**src/sv/aelp_pkg.sv**
```systemverilog
// ----------------------------------------------------------------------------
// aelp_pkg: shared types and constants for the escape sequence line parser
// Parser modes, line-store actions, byte codes and the command record that
// the front end hands to the back end through the command queue.
// ----------------------------------------------------------------------------
package aelp_pkg;

  // Default sizing
  localparam int MAX_PARAMS_DEF     = 8;
  localparam int CSI_BYTE_LIMIT_DEF = 63;
  localparam int TAB_WIDTH_DEF      = 8;
  localparam int MAX_COLUMN_DEF     = 1023;
  localparam int QUEUE_DEPTH_DEF    = 4;

  // Fixed limits
  localparam int          MAX_RESULTS = 8;
  localparam logic [9:0]  COLS_RESET  = 10'd80;
  localparam logic [9:0]  OUT_COL_MAX = 10'd1023;
  localparam logic [15:0] PARAM_MAX   = 16'hFFFF;

  // Byte codes
  localparam logic [7:0] CH_BEL     = 8'h07;
  localparam logic [7:0] CH_BS      = 8'h08;
  localparam logic [7:0] CH_TAB     = 8'h09;
  localparam logic [7:0] CH_LF      = 8'h0A;
  localparam logic [7:0] CH_CR      = 8'h0D;
  localparam logic [7:0] CH_ESC     = 8'h1B;
  localparam logic [7:0] CH_SPACE   = 8'h20;
  localparam logic [7:0] CH_0       = 8'h30;
  localparam logic [7:0] CH_9       = 8'h39;
  localparam logic [7:0] CH_SEMI    = 8'h3B;
  localparam logic [7:0] CH_FIN_LO  = 8'h40;
  localparam logic [7:0] CH_UP_C    = 8'h43;
  localparam logic [7:0] CH_UP_D    = 8'h44;
  localparam logic [7:0] CH_UP_G    = 8'h47;
  localparam logic [7:0] CH_UP_H    = 8'h48;
  localparam logic [7:0] CH_UP_J    = 8'h4A;
  localparam logic [7:0] CH_UP_K    = 8'h4B;
  localparam logic [7:0] CH_UP_P    = 8'h50;
  localparam logic [7:0] CH_LBRACK  = 8'h5B;
  localparam logic [7:0] CH_BSLASH  = 8'h5C;
  localparam logic [7:0] CH_RBRACK  = 8'h5D;
  localparam logic [7:0] CH_USCORE  = 8'h5F;
  localparam logic [7:0] CH_LO_F    = 8'h66;
  localparam logic [7:0] CH_FIN_HI  = 8'h7E;
  localparam logic [7:0] CH_DEL     = 8'h7F;
  localparam logic [7:0] CH_HIGH    = 8'h80;

  typedef enum logic [2:0] {
    MODE_NORMAL = 3'd0,
    MODE_ESC    = 3'd1,
    MODE_CSI    = 3'd2,
    MODE_OSC    = 3'd3,
    MODE_GFX    = 3'd4
  } mode_t;

  typedef enum logic [2:0] {
    ACT_WRITE        = 3'd0,
    ACT_NEWLINE      = 3'd1,
    ACT_ERASE_END    = 3'd2,
    ACT_ERASE_BEFORE = 3'd3,
    ACT_ERASE_LINE   = 3'd4,
    ACT_CLEAR        = 3'd5,
    ACT_PASS         = 3'd6
  } act_t;

  // One queued command; expands to cnt items in the back end
  typedef struct packed {
    act_t       act;
    logic [9:0] col;        // saturated column of the first item
    logic [7:0] chr;        // byte of the items (after the ESC when esc_first)
    logic [3:0] cnt;        // item count, 1..MAX_RESULTS
    logic       esc_first;  // first item carries ESC
    logic       step_col;   // column advances by one per item
  } cmd_t;

endpackage

```
**src/sv/aelp_queue.sv**
```systemverilog
// ----------------------------------------------------------------------------
// aelp_queue: command queue between parser front end and item back end
// Small register FIFO of command records; head is read combinationally.
// ----------------------------------------------------------------------------
module aelp_queue
  import aelp_pkg::*;
#(
  parameter int DEPTH = QUEUE_DEPTH_DEF
) (
  input  logic clk,
  input  logic rst_n,
  input  logic push,
  input  cmd_t push_cmd,
  input  logic pop,
  output cmd_t head,
  output logic empty,
  output logic full
);

  localparam int AW = $clog2(DEPTH);
  localparam int NW = $clog2(DEPTH + 1);

  cmd_t            mem_r [DEPTH];
  logic [AW-1:0]   wr_ptr_r, wr_ptr_nxt;
  logic [AW-1:0]   rd_ptr_r, rd_ptr_nxt;
  logic [NW-1:0]   count_r, count_nxt;

  assign empty = (count_r == '0);
  assign full  = (count_r == NW'(DEPTH));
  assign head  = mem_r[rd_ptr_r];

  always_comb begin
    wr_ptr_nxt = wr_ptr_r;
    rd_ptr_nxt = rd_ptr_r;
    count_nxt  = count_r;
    if (push) begin
      wr_ptr_nxt = (wr_ptr_r == AW'(DEPTH - 1)) ? '0 : wr_ptr_r + AW'(1);
    end
    if (pop) begin
      rd_ptr_nxt = (rd_ptr_r == AW'(DEPTH - 1)) ? '0 : rd_ptr_r + AW'(1);
    end
    if (push && !pop) begin
      count_nxt = count_r + NW'(1);
    end else if (pop && !push) begin
      count_nxt = count_r - NW'(1);
    end
  end

  always_ff @(posedge clk) begin
    if (!rst_n) begin
      wr_ptr_r <= '0;
      rd_ptr_r <= '0;
      count_r  <= '0;
    end else begin
      wr_ptr_r <= wr_ptr_nxt;
      rd_ptr_r <= rd_ptr_nxt;
      count_r  <= count_nxt;
    end
  end

  always_ff @(posedge clk) begin
    if (push) begin
      mem_r[wr_ptr_r] <= push_cmd;
    end
  end

endmodule

```
**src/sv/aelp_front.sv**
```systemverilog
// ----------------------------------------------------------------------------
// aelp_front: byte parser front end
// Accepts one byte per cycle while the queue is not full, tracks mode, cursor
// and CSI parameters, and pushes at most one command per byte into the queue.
// ----------------------------------------------------------------------------
module aelp_front
  import aelp_pkg::*;
#(
  parameter int MAX_PARAMS     = MAX_PARAMS_DEF,
  parameter int CSI_BYTE_LIMIT = CSI_BYTE_LIMIT_DEF,
  parameter int TAB_WIDTH      = TAB_WIDTH_DEF,
  parameter int MAX_COLUMN     = MAX_COLUMN_DEF
) (
  input  logic       clk,
  input  logic       rst_n,
  input  logic       in_valid,
  output logic       in_stall,
  input  logic [7:0] in_byte_in,
  input  logic       cfg_wr_en,
  input  logic [9:0] cfg_screen_columns,
  input  logic       q_full,
  output logic       q_push,
  output cmd_t       q_cmd
);

  localparam int CW  = $clog2(MAX_COLUMN + 1);          // cursor width
  localparam int SW  = ((CW > 16) ? CW : 16) + 1;        // move arithmetic
  localparam int WW  = (CW + 1 > 10) ? CW + 1 : 10;      // width compare
  localparam int PIX = $clog2(MAX_PARAMS);
  localparam int PIW = $clog2(MAX_PARAMS + 1);
  localparam int CBW = $clog2(CSI_BYTE_LIMIT + 1);
  localparam int TRW = $clog2(TAB_WIDTH + 1);
  localparam int TS  = CW + 5;                           // reciprocal shift
  localparam int TM  = ((1 << TS) + TAB_WIDTH - 1) / TAB_WIDTH;
  localparam int PW  = CW + TS;

  mode_t            mode_r, mode_nxt;
  logic [CW-1:0]    cur_r, cur_nxt;
  logic [7:0]       prev_r;
  logic [15:0]      params_r [MAX_PARAMS];
  logic [15:0]      params_nxt [MAX_PARAMS];
  logic [PIW-1:0]   pidx_r, pidx_nxt;
  logic [CBW-1:0]   csicnt_r, csicnt_nxt;
  logic [9:0]       cols_r;

  logic             accept;
  logic [7:0]       b;
  logic [SW-1:0]    cur_w;
  logic [SW-1:0]    eff_w;
  logic [WW-1:0]    cols_x;
  logic [9:0]       cur_sat;
  logic [15:0]      p0, p1, step;
  logic [SW-1:0]    fwd_w;
  logic [19:0]      dig_w;
  logic [15:0]      dig_val;
  logic [PW-1:0]    tab_prod;
  logic [CW-1:0]    tab_q;
  logic [TRW-1:0]   tab_rem;
  logic [SW-1:0]    tab_dist, tab_room, tab_sel, tab_end;
  logic [3:0]       tab_cnt;

  function automatic logic [CW-1:0] clamp_col(input logic [15:0] v,
                                              input logic [SW-1:0] effw);
    logic [SW-1:0] vw;
    vw = SW'(v);
    if (vw >= effw) return CW'(effw - SW'(1));
    else return CW'(vw);
  endfunction

  assign accept   = in_valid && !q_full;
  assign in_stall = q_full;
  assign b        = in_byte_in;
  assign cur_w    = SW'(cur_r);
  assign cur_sat  = (cur_w > SW'(OUT_COL_MAX)) ? OUT_COL_MAX : cur_w[9:0];
  assign p0       = params_r[0];
  assign p1       = params_r[1];
  assign step     = (p0 != '0) ? p0 : 16'd1;
  assign fwd_w    = cur_w + SW'(step);

  // effective width: 0 acts as 1, capped at MAX_COLUMN+1
  always_comb begin
    cols_x = WW'(cols_r);
    if (cols_r == '0) begin
      eff_w = SW'(1);
    end else if (cols_x > WW'(MAX_COLUMN + 1)) begin
      eff_w = SW'(MAX_COLUMN + 1);
    end else begin
      eff_w = SW'(cols_x);
    end
  end

  // tab stop distance: cursor mod TAB_WIDTH through an exact reciprocal
  always_comb begin
    tab_prod = PW'(cur_r) * PW'(TM);
    tab_q    = CW'(tab_prod >> TS);
    tab_rem  = TRW'(cur_r - CW'(tab_q * CW'(TAB_WIDTH)));
    tab_dist = SW'(TAB_WIDTH) - SW'(tab_rem);
    tab_room = (cur_w < eff_w) ? eff_w - cur_w : '0;
    tab_sel  = (tab_room < tab_dist) ? tab_room : tab_dist;
    // cursor pins at MAX_COLUMN on a full-width screen: spaces run to the item limit
    if (tab_room != '0 && eff_w > SW'(MAX_COLUMN) && cur_w + tab_dist > SW'(MAX_COLUMN))
      tab_sel = SW'(MAX_RESULTS);
    if (tab_sel > SW'(MAX_RESULTS)) tab_sel = SW'(MAX_RESULTS);
    tab_cnt  = 4'(tab_sel);
    tab_end  = cur_w + tab_sel;
    if (tab_end > SW'(MAX_COLUMN)) tab_end = SW'(MAX_COLUMN);
  end

  // parameter digit accumulate, saturating
  always_comb begin
    dig_w = 20'd0;
    if (pidx_r < PIW'(MAX_PARAMS)) begin
      dig_w = 20'(params_r[pidx_r[PIX-1:0]]) * 20'd10 + 20'(b - CH_0);
    end
    dig_val = (dig_w > 20'(PARAM_MAX)) ? PARAM_MAX : dig_w[15:0];
  end

  always_comb begin
    mode_nxt   = mode_r;
    cur_nxt    = cur_r;
    params_nxt = params_r;
    pidx_nxt   = pidx_r;
    csicnt_nxt = csicnt_r;
    q_push     = 1'b0;
    q_cmd      = '{act: ACT_WRITE, col: cur_sat, chr: 8'd0, cnt: 4'd1,
                   esc_first: 1'b0, step_col: 1'b0};
    if (accept) begin
      unique case (mode_r)
        MODE_NORMAL: begin
          if (b == CH_ESC) begin
            mode_nxt = MODE_ESC;
          end else if (b == CH_CR) begin
            cur_nxt = '0;
          end else if (b == CH_LF) begin
            cur_nxt   = '0;
            q_push    = 1'b1;
            q_cmd.act = ACT_NEWLINE;
            q_cmd.col = '0;
          end else if (b == CH_BS) begin
            if (cur_r != '0) cur_nxt = cur_r - CW'(1);
          end else if (b == CH_TAB) begin
            cur_nxt = CW'(tab_end);
            if (tab_cnt != '0) begin
              q_push         = 1'b1;
              q_cmd.chr      = CH_SPACE;
              q_cmd.cnt      = tab_cnt;
              q_cmd.step_col = 1'b1;
            end
          end else if ((b >= CH_SPACE && b < CH_DEL) || b >= CH_HIGH) begin
            q_push    = 1'b1;
            q_cmd.chr = b;
            if (cur_r < CW'(MAX_COLUMN)) cur_nxt = cur_r + CW'(1);
          end
        end
        MODE_ESC: begin
          if (b == CH_LBRACK) begin
            mode_nxt   = MODE_CSI;
            pidx_nxt   = '0;
            csicnt_nxt = '0;
            for (int i = 0; i < MAX_PARAMS; i++) params_nxt[i] = '0;
          end else if (b == CH_USCORE || b == CH_UP_P) begin
            mode_nxt        = MODE_GFX;
            q_push          = 1'b1;
            q_cmd.act       = ACT_PASS;
            q_cmd.chr       = b;
            q_cmd.cnt       = 4'd2;
            q_cmd.esc_first = 1'b1;
          end else if (b == CH_RBRACK) begin
            mode_nxt = MODE_OSC;
          end else begin
            mode_nxt = MODE_NORMAL;
          end
        end
        MODE_CSI: begin
          if (b >= CH_FIN_LO && b <= CH_FIN_HI) begin
            mode_nxt = MODE_NORMAL;
            if (b == CH_UP_K) begin
              if (p0 == 16'd0) begin
                q_push    = 1'b1;
                q_cmd.act = ACT_ERASE_END;
              end else if (p0 == 16'd1 && cur_r != '0) begin
                q_push    = 1'b1;
                q_cmd.act = ACT_ERASE_BEFORE;
              end else if (p0 == 16'd2) begin
                q_push    = 1'b1;
                q_cmd.act = ACT_ERASE_LINE;
              end
            end else if (b == CH_UP_J) begin
              if (p0 == 16'd2) begin
                cur_nxt   = '0;
                q_push    = 1'b1;
                q_cmd.act = ACT_CLEAR;
                q_cmd.col = '0;
              end
            end else if (b == CH_UP_H || b == CH_LO_F) begin
              if (pidx_r != '0) begin
                cur_nxt = clamp_col((p1 != '0) ? p1 - 16'd1 : 16'd0, eff_w);
              end else begin
                cur_nxt = '0;
              end
            end else if (b == CH_UP_C) begin
              cur_nxt = (fwd_w >= eff_w) ? CW'(eff_w - SW'(1)) : CW'(fwd_w);
            end else if (b == CH_UP_D) begin
              cur_nxt = (SW'(step) >= cur_w) ? '0 : CW'(cur_w - SW'(step));
            end else if (b == CH_UP_G) begin
              cur_nxt = clamp_col((p0 != '0) ? p0 - 16'd1 : 16'd0, eff_w);
            end
          end else if (csicnt_r < CBW'(CSI_BYTE_LIMIT)) begin
            csicnt_nxt = csicnt_r + CBW'(1);
            if (b >= CH_0 && b <= CH_9) begin
              if (pidx_r < PIW'(MAX_PARAMS)) params_nxt[pidx_r[PIX-1:0]] = dig_val;
            end else if (b == CH_SEMI) begin
              if (pidx_r < PIW'(MAX_PARAMS)) pidx_nxt = pidx_r + PIW'(1);
            end
          end
        end
        MODE_OSC: begin
          if (b == CH_BEL || (b == CH_BSLASH && prev_r == CH_ESC)) begin
            mode_nxt = MODE_NORMAL;
          end
        end
        MODE_GFX: begin
          q_push    = 1'b1;
          q_cmd.act = ACT_PASS;
          q_cmd.chr = b;
          if (b == CH_BEL || (b == CH_BSLASH && prev_r == CH_ESC)) begin
            mode_nxt = MODE_NORMAL;
          end
        end
        default: begin
          mode_nxt = MODE_NORMAL;
        end
      endcase
    end
  end

  always_ff @(posedge clk) begin
    if (!rst_n) begin
      mode_r   <= MODE_NORMAL;
      cur_r    <= '0;
      prev_r   <= '0;
      pidx_r   <= '0;
      csicnt_r <= '0;
      cols_r   <= COLS_RESET;
      for (int i = 0; i < MAX_PARAMS; i++) params_r[i] <= '0;
    end else begin
      mode_r   <= mode_nxt;
      cur_r    <= cur_nxt;
      pidx_r   <= pidx_nxt;
      csicnt_r <= csicnt_nxt;
      params_r <= params_nxt;
      if (accept) prev_r <= b;
      if (cfg_wr_en) cols_r <= cfg_screen_columns;
    end
  end

endmodule

```
**src/sv/aelp_back.sv**
```systemverilog
// ----------------------------------------------------------------------------
// aelp_back: item back end
// Expands the queue head into result items, one per cycle, into an output
// register that holds while the receiver stalls.
// ----------------------------------------------------------------------------
module aelp_back
  import aelp_pkg::*;
#(
  parameter int MAX_COLUMN = MAX_COLUMN_DEF
) (
  input  logic       clk,
  input  logic       rst_n,
  input  logic       q_empty,
  input  cmd_t       q_head,
  output logic       q_pop,
  output logic       out_valid,
  input  logic       out_stall,
  output logic [2:0] out_action,
  output logic [9:0] out_column,
  output logic [7:0] out_byte,
  output logic       out_last
);

  // stepped columns stop where the cursor stops, and never pass 1023
  localparam int COL_LIM = (MAX_COLUMN < 1023) ? MAX_COLUMN : 1023;

  logic        out_valid_r, out_valid_nxt;
  logic [2:0]  idx_r, idx_nxt;
  logic [2:0]  action_r;
  logic [9:0]  column_r;
  logic [7:0]  byte_r;
  logic        last_r;

  logic        load;
  logic        is_last;
  logic [10:0] col_sum;
  logic [9:0]  col_item;
  logic [7:0]  byte_item;

  assign load      = !q_empty && (!out_valid_r || !out_stall);
  assign is_last   = ({1'b0, idx_r} == q_head.cnt - 4'd1);
  assign q_pop     = load && is_last;
  assign col_sum   = {1'b0, q_head.col} + 11'(idx_r);
  assign col_item  = !q_head.step_col ? q_head.col :
                     ((col_sum > 11'(COL_LIM)) ? 10'(COL_LIM) : col_sum[9:0]);
  assign byte_item = (q_head.esc_first && idx_r == '0) ? CH_ESC : q_head.chr;

  always_comb begin
    idx_nxt       = idx_r;
    out_valid_nxt = out_valid_r && out_stall;
    if (load) begin
      out_valid_nxt = 1'b1;
      idx_nxt       = is_last ? '0 : idx_r + 3'd1;
    end
  end

  always_ff @(posedge clk) begin
    if (!rst_n) begin
      out_valid_r <= 1'b0;
      idx_r       <= '0;
    end else begin
      out_valid_r <= out_valid_nxt;
      idx_r       <= idx_nxt;
    end
  end

  always_ff @(posedge clk) begin
    if (load) begin
      action_r <= 3'(q_head.act);
      column_r <= col_item;
      byte_r   <= byte_item;
      last_r   <= is_last;
    end
  end

  assign out_valid  = out_valid_r;
  assign out_action = action_r;
  assign out_column = column_r;
  assign out_byte   = byte_r;
  assign out_last   = last_r;

endmodule

```
**src/sv/ansi_escape_line_parser_unit.sv**
```systemverilog
// ----------------------------------------------------------------------------
// ansi_escape_line_parser_unit: terminal escape sequence line parser
// Turns a raw terminal byte stream into line-store commands.
// ----------------------------------------------------------------------------
// Usage:
//   Input channel (in_valid / in_stall / in_byte_in) takes one byte per item.
//   Output channel (out_valid / out_stall / out_*) gives zero or more result
//   items per byte; out_last marks the final item caused by a byte.
//   cfg_wr_en / cfg_screen_columns set the screen width; write only when idle.
// Timing:
//   A byte accepted by the front is written into the command queue, and its
//   first result reaches the outputs through the back end's output register.
//   The front takes one byte per cycle while the queue is not full. The back
//   end's single output register sets throughput: one item per cycle while
//   out_stall is low; a tab gives up to 8 items, a graphics string start 2.
//   in_stall rises only when the command queue (QUEUE_DEPTH entries) is full,
//   i.e. after a receiver stall or a run of tabs or graphics starts backs it up.
// Reset (synchronous, rst_n low): parser to normal mode, cursor 0, parameters
//   cleared, width 80, queue and output register empty.
// A stalled output item holds its value until taken.
// ----------------------------------------------------------------------------
module ansi_escape_line_parser_unit
  import aelp_pkg::*;
#(
  parameter int MAX_PARAMS     = MAX_PARAMS_DEF,
  parameter int CSI_BYTE_LIMIT = CSI_BYTE_LIMIT_DEF,
  parameter int TAB_WIDTH      = TAB_WIDTH_DEF,
  parameter int MAX_COLUMN     = MAX_COLUMN_DEF,
  parameter int QUEUE_DEPTH    = QUEUE_DEPTH_DEF
) (
  input  logic       clk,
  input  logic       rst_n,
  // byte input
  input  logic       in_valid,
  output logic       in_stall,
  input  logic [7:0] in_byte_in,
  // screen width register
  input  logic       cfg_wr_en,
  input  logic [9:0] cfg_screen_columns,
  // result items
  output logic       out_valid,
  input  logic       out_stall,
  output logic [2:0] out_action,
  output logic [9:0] out_column,
  output logic [7:0] out_byte,
  output logic       out_last
);

  // front -> queue
  logic q_push;
  cmd_t q_cmd;
  logic q_full;
  // queue -> back
  logic q_pop;
  cmd_t q_head;
  logic q_empty;

  // Front: parse, track cursor/params, one command per byte at most
  aelp_front #(
    .MAX_PARAMS     (MAX_PARAMS),
    .CSI_BYTE_LIMIT (CSI_BYTE_LIMIT),
    .TAB_WIDTH      (TAB_WIDTH),
    .MAX_COLUMN     (MAX_COLUMN)
  ) u_front (
    .clk                (clk),
    .rst_n              (rst_n),
    .in_valid           (in_valid),
    .in_stall           (in_stall),
    .in_byte_in         (in_byte_in),
    .cfg_wr_en          (cfg_wr_en),
    .cfg_screen_columns (cfg_screen_columns),
    .q_full             (q_full),
    .q_push             (q_push),
    .q_cmd              (q_cmd)
  );

  // Command queue decouples byte intake from item delivery
  aelp_queue #(
    .DEPTH (QUEUE_DEPTH)
  ) u_queue (
    .clk      (clk),
    .rst_n    (rst_n),
    .push     (q_push),
    .push_cmd (q_cmd),
    .pop      (q_pop),
    .head     (q_head),
    .empty    (q_empty),
    .full     (q_full)
  );

  // Back: expand commands into items behind the output register
  aelp_back #(
    .MAX_COLUMN (MAX_COLUMN)
  ) u_back (
    .clk        (clk),
    .rst_n      (rst_n),
    .q_empty    (q_empty),
    .q_head     (q_head),
    .q_pop      (q_pop),
    .out_valid  (out_valid),
    .out_stall  (out_stall),
    .out_action (out_action),
    .out_column (out_column),
    .out_byte   (out_byte),
    .out_last   (out_last)
  );

endmodule
```
**config.mk**
```make
export PLATFORM = sky130hd
export DESIGN_NAME = ansi_escape_line_parser_unit
export DESIGN_NICKNAME = d
export VERILOG_FILES = /design/src/sv/aelp_pkg.sv /design/src/sv/aelp_queue.sv /design/src/sv/aelp_front.sv /design/src/sv/aelp_back.sv /design/src/sv/ansi_escape_line_parser_unit.sv
export SDC_FILE = /design/constraint.sdc
export NUM_CORES = 1
export LEC_CHECK = 0
export ABC_AREA = 0
export BUFFER_PORTS_ARGS = -buffer_cell sky130_fd_sc_hd__buf_2
export CAP_MARGIN = 30
export CORE_UTILIZATION = 55
export DETAILED_ROUTE_END_ITERATION = 10
export GPL_TIMING_DRIVEN = 0
export PLACE_DENSITY = 0.74
export SETUP_SLACK_MARGIN = 0.05
export SLEW_MARGIN = 5
export SYNTH_ARGS = -nofsm -noshare
export SYNTH_HDL_FRONTEND = slang
export SYNTH_SLANG_ARGS = --single-unit
```
**constraint.sdc**
```tcl
create_clock -name clk -period 5.9 [get_ports clk]
set_clock_uncertainty 0.1 [all_clocks]
set_input_delay 0.885 -clock clk [delete_from_list [all_inputs] [get_ports clk]]
set_output_delay 0.885 -clock clk [all_outputs]
set_load 0.02 [all_outputs]
```
; ---- After elaboration in Yosys (flattened, before gate mapping)
; Memory sizes are Yosys's and may differ from the RTL's. A register that Yosys moved wholly into a read port is not among the register bits.
; Index checks and enable logic that the tools add are counted.
[classes]
bitwise_logic = 1
n_reduce_logical = 46
order_cmp = 26
n_eq_ne = 47
mux = 127
mul = 1
add_sub_neg = 23
[op_table]
columns = cell, count
row1 = $mux W128, 5
row2 = $mux W10, 27
row3 = $pmux W128 S2, 1
row4 = $bwmux W128, 1
row5 = $mux W16, 7
row6 = $eq A8 B7 Y1 const B, 12
row7 = $mux W17, 4
row8 = $mux W13, 5
row9 = $mux W25, 2
row10 = $bmux W16 S3, 1
row11 = $demux W16 S3, 1
row12 = $mux W3, 14
row13 = $pmux W10 S2, 2
row14 = $add A10 B17 Y17, 2
row15 = $gt A17 B10 Y1 const B, 2
row16 = $mux W11, 3
row17 = $eq A8 B4 Y1 const B, 4
row18 = $ge A16 B11 Y1, 2
row19 = $reduce_bool A16 Y1, 2
row20 = $sub A16 B1 Y16 const B, 2
row21 = $mux W4, 7
row22 = $mux W27, 1
row23 = $mux W1, 26
row24 = $mux W12, 2
row25 = other kinds (78), 136
[totals]
out_inout_bits = 24
reg_bits = 202
ram_bits = 108
mem_count = 1
[memory_table]
columns = name, words, word_bits, read_ports, rd_ports_with_merged_regs, wr, line
row1 = u_queue.mem_r, 4, 27, 1, 1, 1, aelp_queue.sv:23  ; cmd_t mem_r [DEPTH];

; ---- Depth between registers and ports, before layout
; Gate-level depths: netlist of run 1.
[logic_depth]
ltp_word = 24
ltp_mapped = 31

; ---- Hierarchy
; Synthesis of run 1 repeated with hierarchy kept, for this count alone.
[unflattened]
hier_cells = 2006
area_unflattened_um2 = 19945.4
[modules_own_cells]
columns = mod, seq_area_each_um2, instances, area_each_um2, cells_per_inst
row1 = aelp_front, 3383.2, 1, 14161.1, 1703
row2 = aelp_queue, 3423.3, 1, 4401.7, 185
row3 = aelp_back, 740.7, 1, 1382.6, 118

; ---- Worst setup path after synthesis of run 1
; Ideal clock, no wire load.
[synth_timing]
kind = register to register
start = register u_front.cols_r[5]
end = register u_front.cur_r[2]
setup_time_ps = 65
stages_incl_launch_ff = 30
required_ps = 5735
setup_slack_ps = -247
period_less_slack_ps = 6147
arrival_ps = 5982
path_cell_list = dfxtp_1 -> nor4_1 -> and3_1 -> a21oi_1 -> ha_1 -> inv_1 -> fa_1 -> nand3_1 -> a21oi_1 -> o21bai_1 -> a21oi_1 -> nor2b_1 -> ha_1 -> a21o_1 -> a21oi_1 -> o2111ai_1 -> o41a_1 -> o41ai_1 -> ha_1 -> inv_1 -> fa_1 -> nand3b_1 -> a21oi_1 -> o22ai_1 -> o21a_1 -> clkbuf_1 -> a221o_1 -> o2111ai_1 -> o221ai_1 -> nor2_1
[synth_via]
elab_chain_len = 20
word_cells_on_any_way = 40
cone_classes = 3 x add/sub / 9 x order compare / 24 x mux / 4 x reduce/logical
[synth_lines]
columns = item, line
row1 = "start, declared", aelp_front.sv:44  ; logic [9:0] cols_r;
row2 = "start signal, assigned", aelp_front.sv:253  ; if (cfg_wr_en) cols_r <= cfg_screen_columns;
row3 = $gt A10 B11 Y1, aelp_front.sv:85  ; end else if (cols_x > WW'(MAX_COLUMN + 1)) begin
row4 = $mux W11, aelp_front.sv:85
row5 = $mux W11 (*), aelp_front.sv:83  ; if (cols_r == '0) begin
row6 = branches (longest 16 deep; another with $lt A17 B17 Y1), n/a
row7 = $pmux W10 S2 (*), aelp_front.sv:128  ; unique case (mode_r)
row8 = "end signal, assigned", aelp_front.sv:248  ; cur_r <= cur_nxt;
row9 = "end, declared", aelp_front.sv:38  ; logic [CW-1:0] cur_r, cur_nxt;
; Mark *: on every way between the ends. The select of a mux whose other input is x is not followed.
; A chain may end at the register's enable or synchronous reset.

; ---- Worst setup path in the final report of run 1
[layout_timing]
start = register u_front.cur_r[9]
end = register u_front.cur_r[4]
[layout_via]
elab_chain_len = 17
word_cells_on_any_way = 38
cone_classes = 4 x add/sub / 8 x order compare / 2 x eq/ne / 19 x mux / 5 x reduce/logical
[layout_lines]
columns = item
row1 = branches (longest 17 deep; another with $lt A17 B17 Y1)
; Several ways; the timed one is not identified. The select of a mux whose other input is x is not followed.

==> flow_summary.ini, run 1 <==
[timing]
worst_pin_slew_ns = 1.141
holdWs_ns = 0.3722
fin_crit_ns = 6.106
slew_headroom_pct = 23.32
drv_slew = 0
rsz0062_at_grt = true
timing.final.crit_share_pct = 103.5
setup_violations = 9
max_freq_mhz = 163.8
hold_violations = 0
worst_slack_ns = -0.2056

[critical_path]
cp_data_required_time_ns = 6.29
startpoint_type = register
crit_path_end_kind = register
cp_num_buf_inv = 4
max_stage_delay_ns = 0.58
cp_slowest_cell = dfxtp_1
critPathTopFamily = compound AO/OA/AOI/OAI gates
worstSetupPathType = reg2reg
crit_arrival_ns = 6.49
worstPathMaxFanout = 7

[die]
start_util_pct = 56.31
die_x_um = 193.5
dieArea_um2 = 37450
die_h_um = 193.5
rows = 69
core_area_um2 = 35830
ioPinCount = 47

[synthesis]
avgSynthCellArea_um2 = 9.900
synth_top_area_cell = edfxtp_1
yosys_register_bits = 312
synth_mux_area_share_pct = 6.078
synth-simple-area-share_pct = 15.38
synth_common_cells = dfxtp_1, ha_1, nor2_1
ys_types = 93
post-synth-top-count-cell = dfxtp_1
synth_xor_area_share_pct = 4.167
ys_warn_count = 0
synth-compound-area-share_pct = 22.04
synth_area_leaders = edfxtp_1, dfxtp_1, ha_1, a221o_1, xnor2_1
syn_area_um2 = 20180
synthFlopType = dfxtp_1
synth_top_family_by_area = compound AO/OA/AOI/OAI gates
yosysTopAreaCellShare_pct = 19.35
synth-edff-count = 130
synth_adder_area_share_pct = 10.65
ys_seq_area_share_pct = 37.41
synth_cells = 2038
synth_async_sr_flop_share_pct = 0

[power_and_ir_drop]
power_density_nw_per_um2 = 291.1
power.leakage_nw = 9.751
peakVddDrop_v = 0.0002120

[grt]
grt_usage_pct = 33.60
antenna_found_initial = 0
grt_pass1_vias = 17250
grt_first_pass_wirelength_mm = 98.64
grt_max_degree = 28
grt_overflow = 0

[placed_design]
post-dp-hpwl_mm = 46.97
pre_cts_slack_ns = -1.391
portBuffers = 45
gp_congestion = 0.9634
dp_cells = 2555

[run]
max_cap_viol_count = 0

[cts]
clockBufferDepth = 3
clkTransAtPathRegs_ns = 0.06
numCtsBuffers = 35
cts_tree = built
h-tree-depth = 2
clockRootBuffer = clkbuf_16
ctsHoldBuffers = 0
clock_sinks = 312
clock_latency_ns = 0.57

[detailed_routing]
wl_per_cell_um = 23.92
firstDrtPassIters = 9
drc = 6
via_per_inst = 6.709
postRouteAntennaNets = 0
routed_wl_mm = 65.03
vias = 18240
drt_iter0_drc = 1908

[final_layout]
antenna_cells = 0
postLayoutCoreUtil_pct = 67.45
final_cells = 2719
fillCellCount = 2720
drive_above_1_share_pct = 20.19
syn_to_final_growth_pct = 19.77
final_nets = 2421

[outcome]
failed_checks = DRC, setup timing
status = finished, violations left

[min_path]
holdCritPathClass = reg2reg
metal layers:
metal	GRT usage [%]	up-vias	share of wire (%)
met4	15.08	0	4.1
met1	45.50	8949	42
met2	53.02	904	46
met3	5.300	186	8.6
li1	-	8204	-
met5	0	-	0
through the flow:
step | power (W) | setup TNS (ns) | cell area [µm²]
3_3_place_gp | 0.004508 | -198.07 | 21040
5_1_grt | 0.007310 | -4.645 | 24160
3_5_place_dp | 0.004577 | -176.76 | 21120
4_1_cts | 0.006912 | -0.5109 | 23380
2_1_floorplan | 0.004043 | 0 | 20240
6_report | 0.007035 | -1.507 | 24160
what timing repair did:
| item | CTS | global route |
|---|---|---|
| hold endpoints to repair | 0 | 0 |
| pin swaps | 62 | 66 |
| buffers inserted | 63 | 38 |
| endpoints found under the setup margin | 139 | 138 |
| gates cloned | 2 | 3 |
| resized for setup | 152 | 89 |
flip-flops by register name, indices dropped and copies added (netlist names), named ones only:
register / cells
u_front.p1: 16
u_front.pidx_r: 4
u_back.out_valid: 1
u_back.idx_r: 3
u_back.out_action: 3
u_back.out_column: 10
u_queue.rd_ptr_r: 2
u_front.params_r: 96
u_front.prev_r: 8
u_queue.wr_ptr_r: 2
u_back.out_byte: 8
u_front.csicnt_r: 6
u_back.out_last: 1
u_queue.mem_r: 108
u_front.p0: 16
u_front.cols_r: 10
u_front.mode_r: 3
u_queue.count_r: 3
u_front.cur_r: 10
layout by cell type, fill, tap and decap left out, drive strengths merged, types with 15 or more instances in the layout:
master	synthesis	routed
a211o	21	21
a211oi	15	15
a21boi	18	18
a21o	16	16
a21oi	79	79
a221o	117	117
a221oi	16	16
a22oi	40	40
a31oi	21	21
and2	29	29
buf	26	192
clkbuf	89	121
dfxtp	182	182
edfxtp	130	130
ha	159	159
inv	95	95
mux2i	45	45
mux4	27	27
nand2	126	126
nand2b	23	23
nand3	45	45
nand4	23	23
nor2	135	135
nor2b	49	49
nor3	56	56
nor4	18	18
o211ai	17	17
o21a	17	17
o21ai	74	74
o21bai	15	15
or3	18	18
xnor2	71	71
xor2	25	25
path summary, 6_finish.rpt:
check / start / to / slack (ns) / cells after the start
worst max-delay path: u_front.cur_r[9] / u_front.cur_r[4] / -0.21 / 26
worst min-delay path: u_front.params_r[14] / u_front.params_r[14] / 0.37 / 1
worst max register to register: u_front.cur_r[9] / u_front.cur_r[4] / -0.21 / 26
worst min register to register: u_front.params_r[14] / u_front.params_r[14] / 0.37 / 1
cell families after synthesis:
| group | count (synthesis) |
|---|---|
| multiplexers | 84 |
| AO/OA/AOI/OAI | 565 |
| XOR/XNOR | 96 |
| adder cells (fa/ha/maj) | 167 |
| buffers and inverters | 211 |
| flip-flops | 312 |
| AND/OR/NAND/NOR | 602 |
| other | 1 |
cell type report:
class / instances / area (µm²) / share of cell area, %
plain buffers: 106 / 619.3 / 2.563
clock buffers: 48 / 984.7 / 4.075
clock inverters: 16 / 181.4 / 0.7508
inverters: 96 / 379.1 / 1.569
multi-input cells: 1520 / 12630 / 52.25
flip-flops and latches: 312 / 7589 / 31.40
well taps: 461 / 576.8 / 2.387
repair buffers: 160 / 1209 / 5.002
power breakdown:
group	switching (W)	internal (W)
sequential	0.000127	0.00252
clock	0.000931	0.00128
combinational	0.00129	0.000889
No activity file was read; power rests on OpenSTA's default activity.
==> run 2, diff against run 1 <==
--- a/config.mk
+++ b/config.mk
@@ -11,7 +11,7 @@
 export CORE_UTILIZATION = 55
 export DETAILED_ROUTE_END_ITERATION = 10
 export GPL_TIMING_DRIVEN = 0
-export PLACE_DENSITY = 0.74
+export PLACE_DENSITY = 0.71
 export SETUP_SLACK_MARGIN = 0.05
 export SLEW_MARGIN = 5
 export SYNTH_ARGS = -nofsm -noshare
==> constraint.sdc (replaced) <==
create_clock -name clk -period 7 [get_ports clk]
set_clock_uncertainty 0.1 [all_clocks]
set_input_delay 0.35 -clock clk [delete_from_list [all_inputs] [get_ports clk]]
set_output_delay 0.35 -clock clk [all_outputs]
set_load 0.02 [all_outputs]
==> flow_summary.ini, run 2 (synthesis results as in run 1) <==
[grt]
grt_usage_pct = 33.97
grt_max_degree = 28
grt_first_pass_wirelength_mm = 99.23
grt_pass1_vias = 16900
grt_overflow = 0
antenna_found_initial = 0

[final_layout]
postLayoutCoreUtil_pct = 63.67
largest_register_ffs = 108
fillCellCount = 2950
final_nets = 2349
layout_commonest_cell = dfxtp_1
fin_area_um2 = 22810
syn_to_final_growth_pct = 13.07
multi_input_area_um2 = 12040
drive_above_1_share_pct = 12.68
seqCellArea_um2 = 7557
reg_top3 = u_queue.mem_r x108, u_front.params_r x96
antenna_cells = 0
largest-register = u_queue.mem_r
final_cell_mix = dfxtp_1, ha_1, nor2_1, edfxtp_1, nand2_1

[critical_path]
worstPathMaxFanout = 10
max_stage_delay_ns = 0.43
r2r-start = u_front.pidx_r[2]
crit_start = u_front.pidx_r[2]
reg2reg_to = u_front.p1[8]
rr_worst_depth = 25
cp_data_required_time_ns = 7.32
cp_slowest_cell = a2111oi_4
startpoint_type = register
crit_path_end_kind = register
crit_arrival_ns = 7.03
cp_num_buf_inv = 6
r2r_setup_slack_ns = 0.29
worstSetupPathType = reg2reg
critPathTopFamily = compound AO/OA/AOI/OAI gates

[power_and_ir_drop]
p_comb_share_pct = 29.3
p_switching_w = 0.001948
p_int_w = 0.003927
p_clk_share_pct = 32.6
power_density_nw_per_um2 = 257.5
peakVddDrop_v = 0.0002436
sw_frac_of_total_pct = 33.15
p_seq_share_pct = 38.1
power.leakage_nw = 9.193

[timing]
slew_headroom_pct = 25.15
timing.final.crit_share_pct = 95.89
drv_slew = 0
worst_slack_ns = 0.2879
setup_violations = 0
max_freq_mhz = 149.0
rsz0062_at_grt = false
fin_crit_ns = 6.712
worst_pin_slew_ns = 1.120
hold_violations = 0

[detailed_routing]
drt_iter0_drc = 1924
routed_wl_mm = 64.57
drc = 3
postRouteAntennaNets = 0
wl_per_cell_um = 24.41
vias = 17740
via_per_inst = 6.706
firstDrtPassIters = 9

[cts]
clock_latency_ns = 0.56
clockRootBuffer = clkbuf_16
h-tree-depth = 2
clockBufferDepth = 3
clkTransAtPathRegs_ns = 0.06
cts_tree = built
clock_sinks = 312
numCtsBuffers = 35

[die]
start_util_pct = 56.31
die_x_um = 193.5
ioPinCount = 47
die_h_um = 193.5
rows = 69
core_area_um2 = 35830
dieArea_um2 = 37450

[placed_design]
dpl_cell_area_um2 = 21080
portBuffers = 45
gp_congestion = 0.9718
post-dp-hpwl_mm = 48.15
pre_cts_slack_ns = -0.8781

[run]
max_cap_viol_count = 0

[min_path]
whs_path_depth = 3
whs_endpoint = u_front.cols_r[9]
holdCritPathClass = in2reg
hp-start = cfg_wr_en

[outcome]
failed_checks = DRC
status = finished, violations left
==> run 2: cell types whose count changed in the layout (fill, tap and decap cells not counted), moves of 10 or more <==
cell	delta
buf_4	-75
buf_6	-15
dfxtp_1	+11
dlygate4sd3_1	+11
ha_1	+15
ha_4	-10
==> run 2: stage by stage <==
step | hold slack (ns) | setup TNS [ns] | cells | total power [W]
global placement | 0.3503 | -89.26 | 2549 | 0.003812
detailed placement | 0.3566 | -98.93 | 2557 | 0.003857
floorplan | 0.3267 | 0 | 2043 | 0.003399
global route | 0.05109 | 0 | 2645 | 0.006117
finish | 0.02655 | 0 | 2645 | 0.005875
CTS | 0.009325 | 0 | 2632 | 0.005789
==> run 2: how the worst max path moves through the flow <==
stage | depth (start not counted) | to
6_report | 25 | u_front.p1[8]
5_1_grt | 28 | u_front.cur_r[2]
4_1_cts | 28 | u_front.cur_r[4]
3_5_place_dp | 29 | u_front.cur_r[4]
3_3_place_gp | 29 | u_front.cur_r[4]
2_1_floorplan | 29 | u_front.cur_r[2]
==> run 2: routing by layer <==
metal  wire [µm]  share of wire, %  vias to the layer above  track usage [%]
li1            -                 -                     8079                -
met2       29620                46                      808            54.81
met1       27700                43                     8686            46.43
met3        5067               7.8                      165            4.794
met5           0                 0                        -                0
met4        2177               3.4                        0            12.33
==> run 2: layout make-up <==
| cell class | count | share of cell area, % |
|---|---|---|
| Multi-Input combinational cell | 1520 | 52.76 |
| Sequential cell | 312 | 33.13 |
| Clock buffer | 43 | 4.147 |
| Tap cell | 461 | 2.529 |
| Timing Repair Buffer | 82 | 2.452 |
| Buffer | 112 | 2.260 |
| Inverter | 96 | 1.613 |
| Clock inverter | 19 | 1.108 |
==> run 2: repair_timing <==
action | 4_1_cts | 5_1_grt
setup buffers | 4 | 11
pin swaps | 2 | 9
gates resized for setup | 25 | 56
hold buffers | 11 | 0
endpoints found under the setup margin | 138 | 138
endpoints found under the hold margin | 11 | 0
==> run 2: power groups by stage <==
stage	clock (W)	sequential, W	combinational (W)
3_5_place_dp	0	0.00226	0.00159
3_3_place_gp	0	0.00226	0.00155
6_report	0.00192	0.00224	0.00172
5_1_grt	0.00200	0.00225	0.00186
4_1_cts	0.00193	0.00223	0.00163
2_1_floorplan	0	0.00232	0.00107
==> run 2: tightest hold or removal path: cells and delay by family <==
| kind | cells | cell delay, ns |
|---|---|---|
| buffers and inverters | 1 | 0.11 |
| AND/OR/NAND/NOR | 1 | 0.10 |
| multiplexers | 1 | 0.08 |
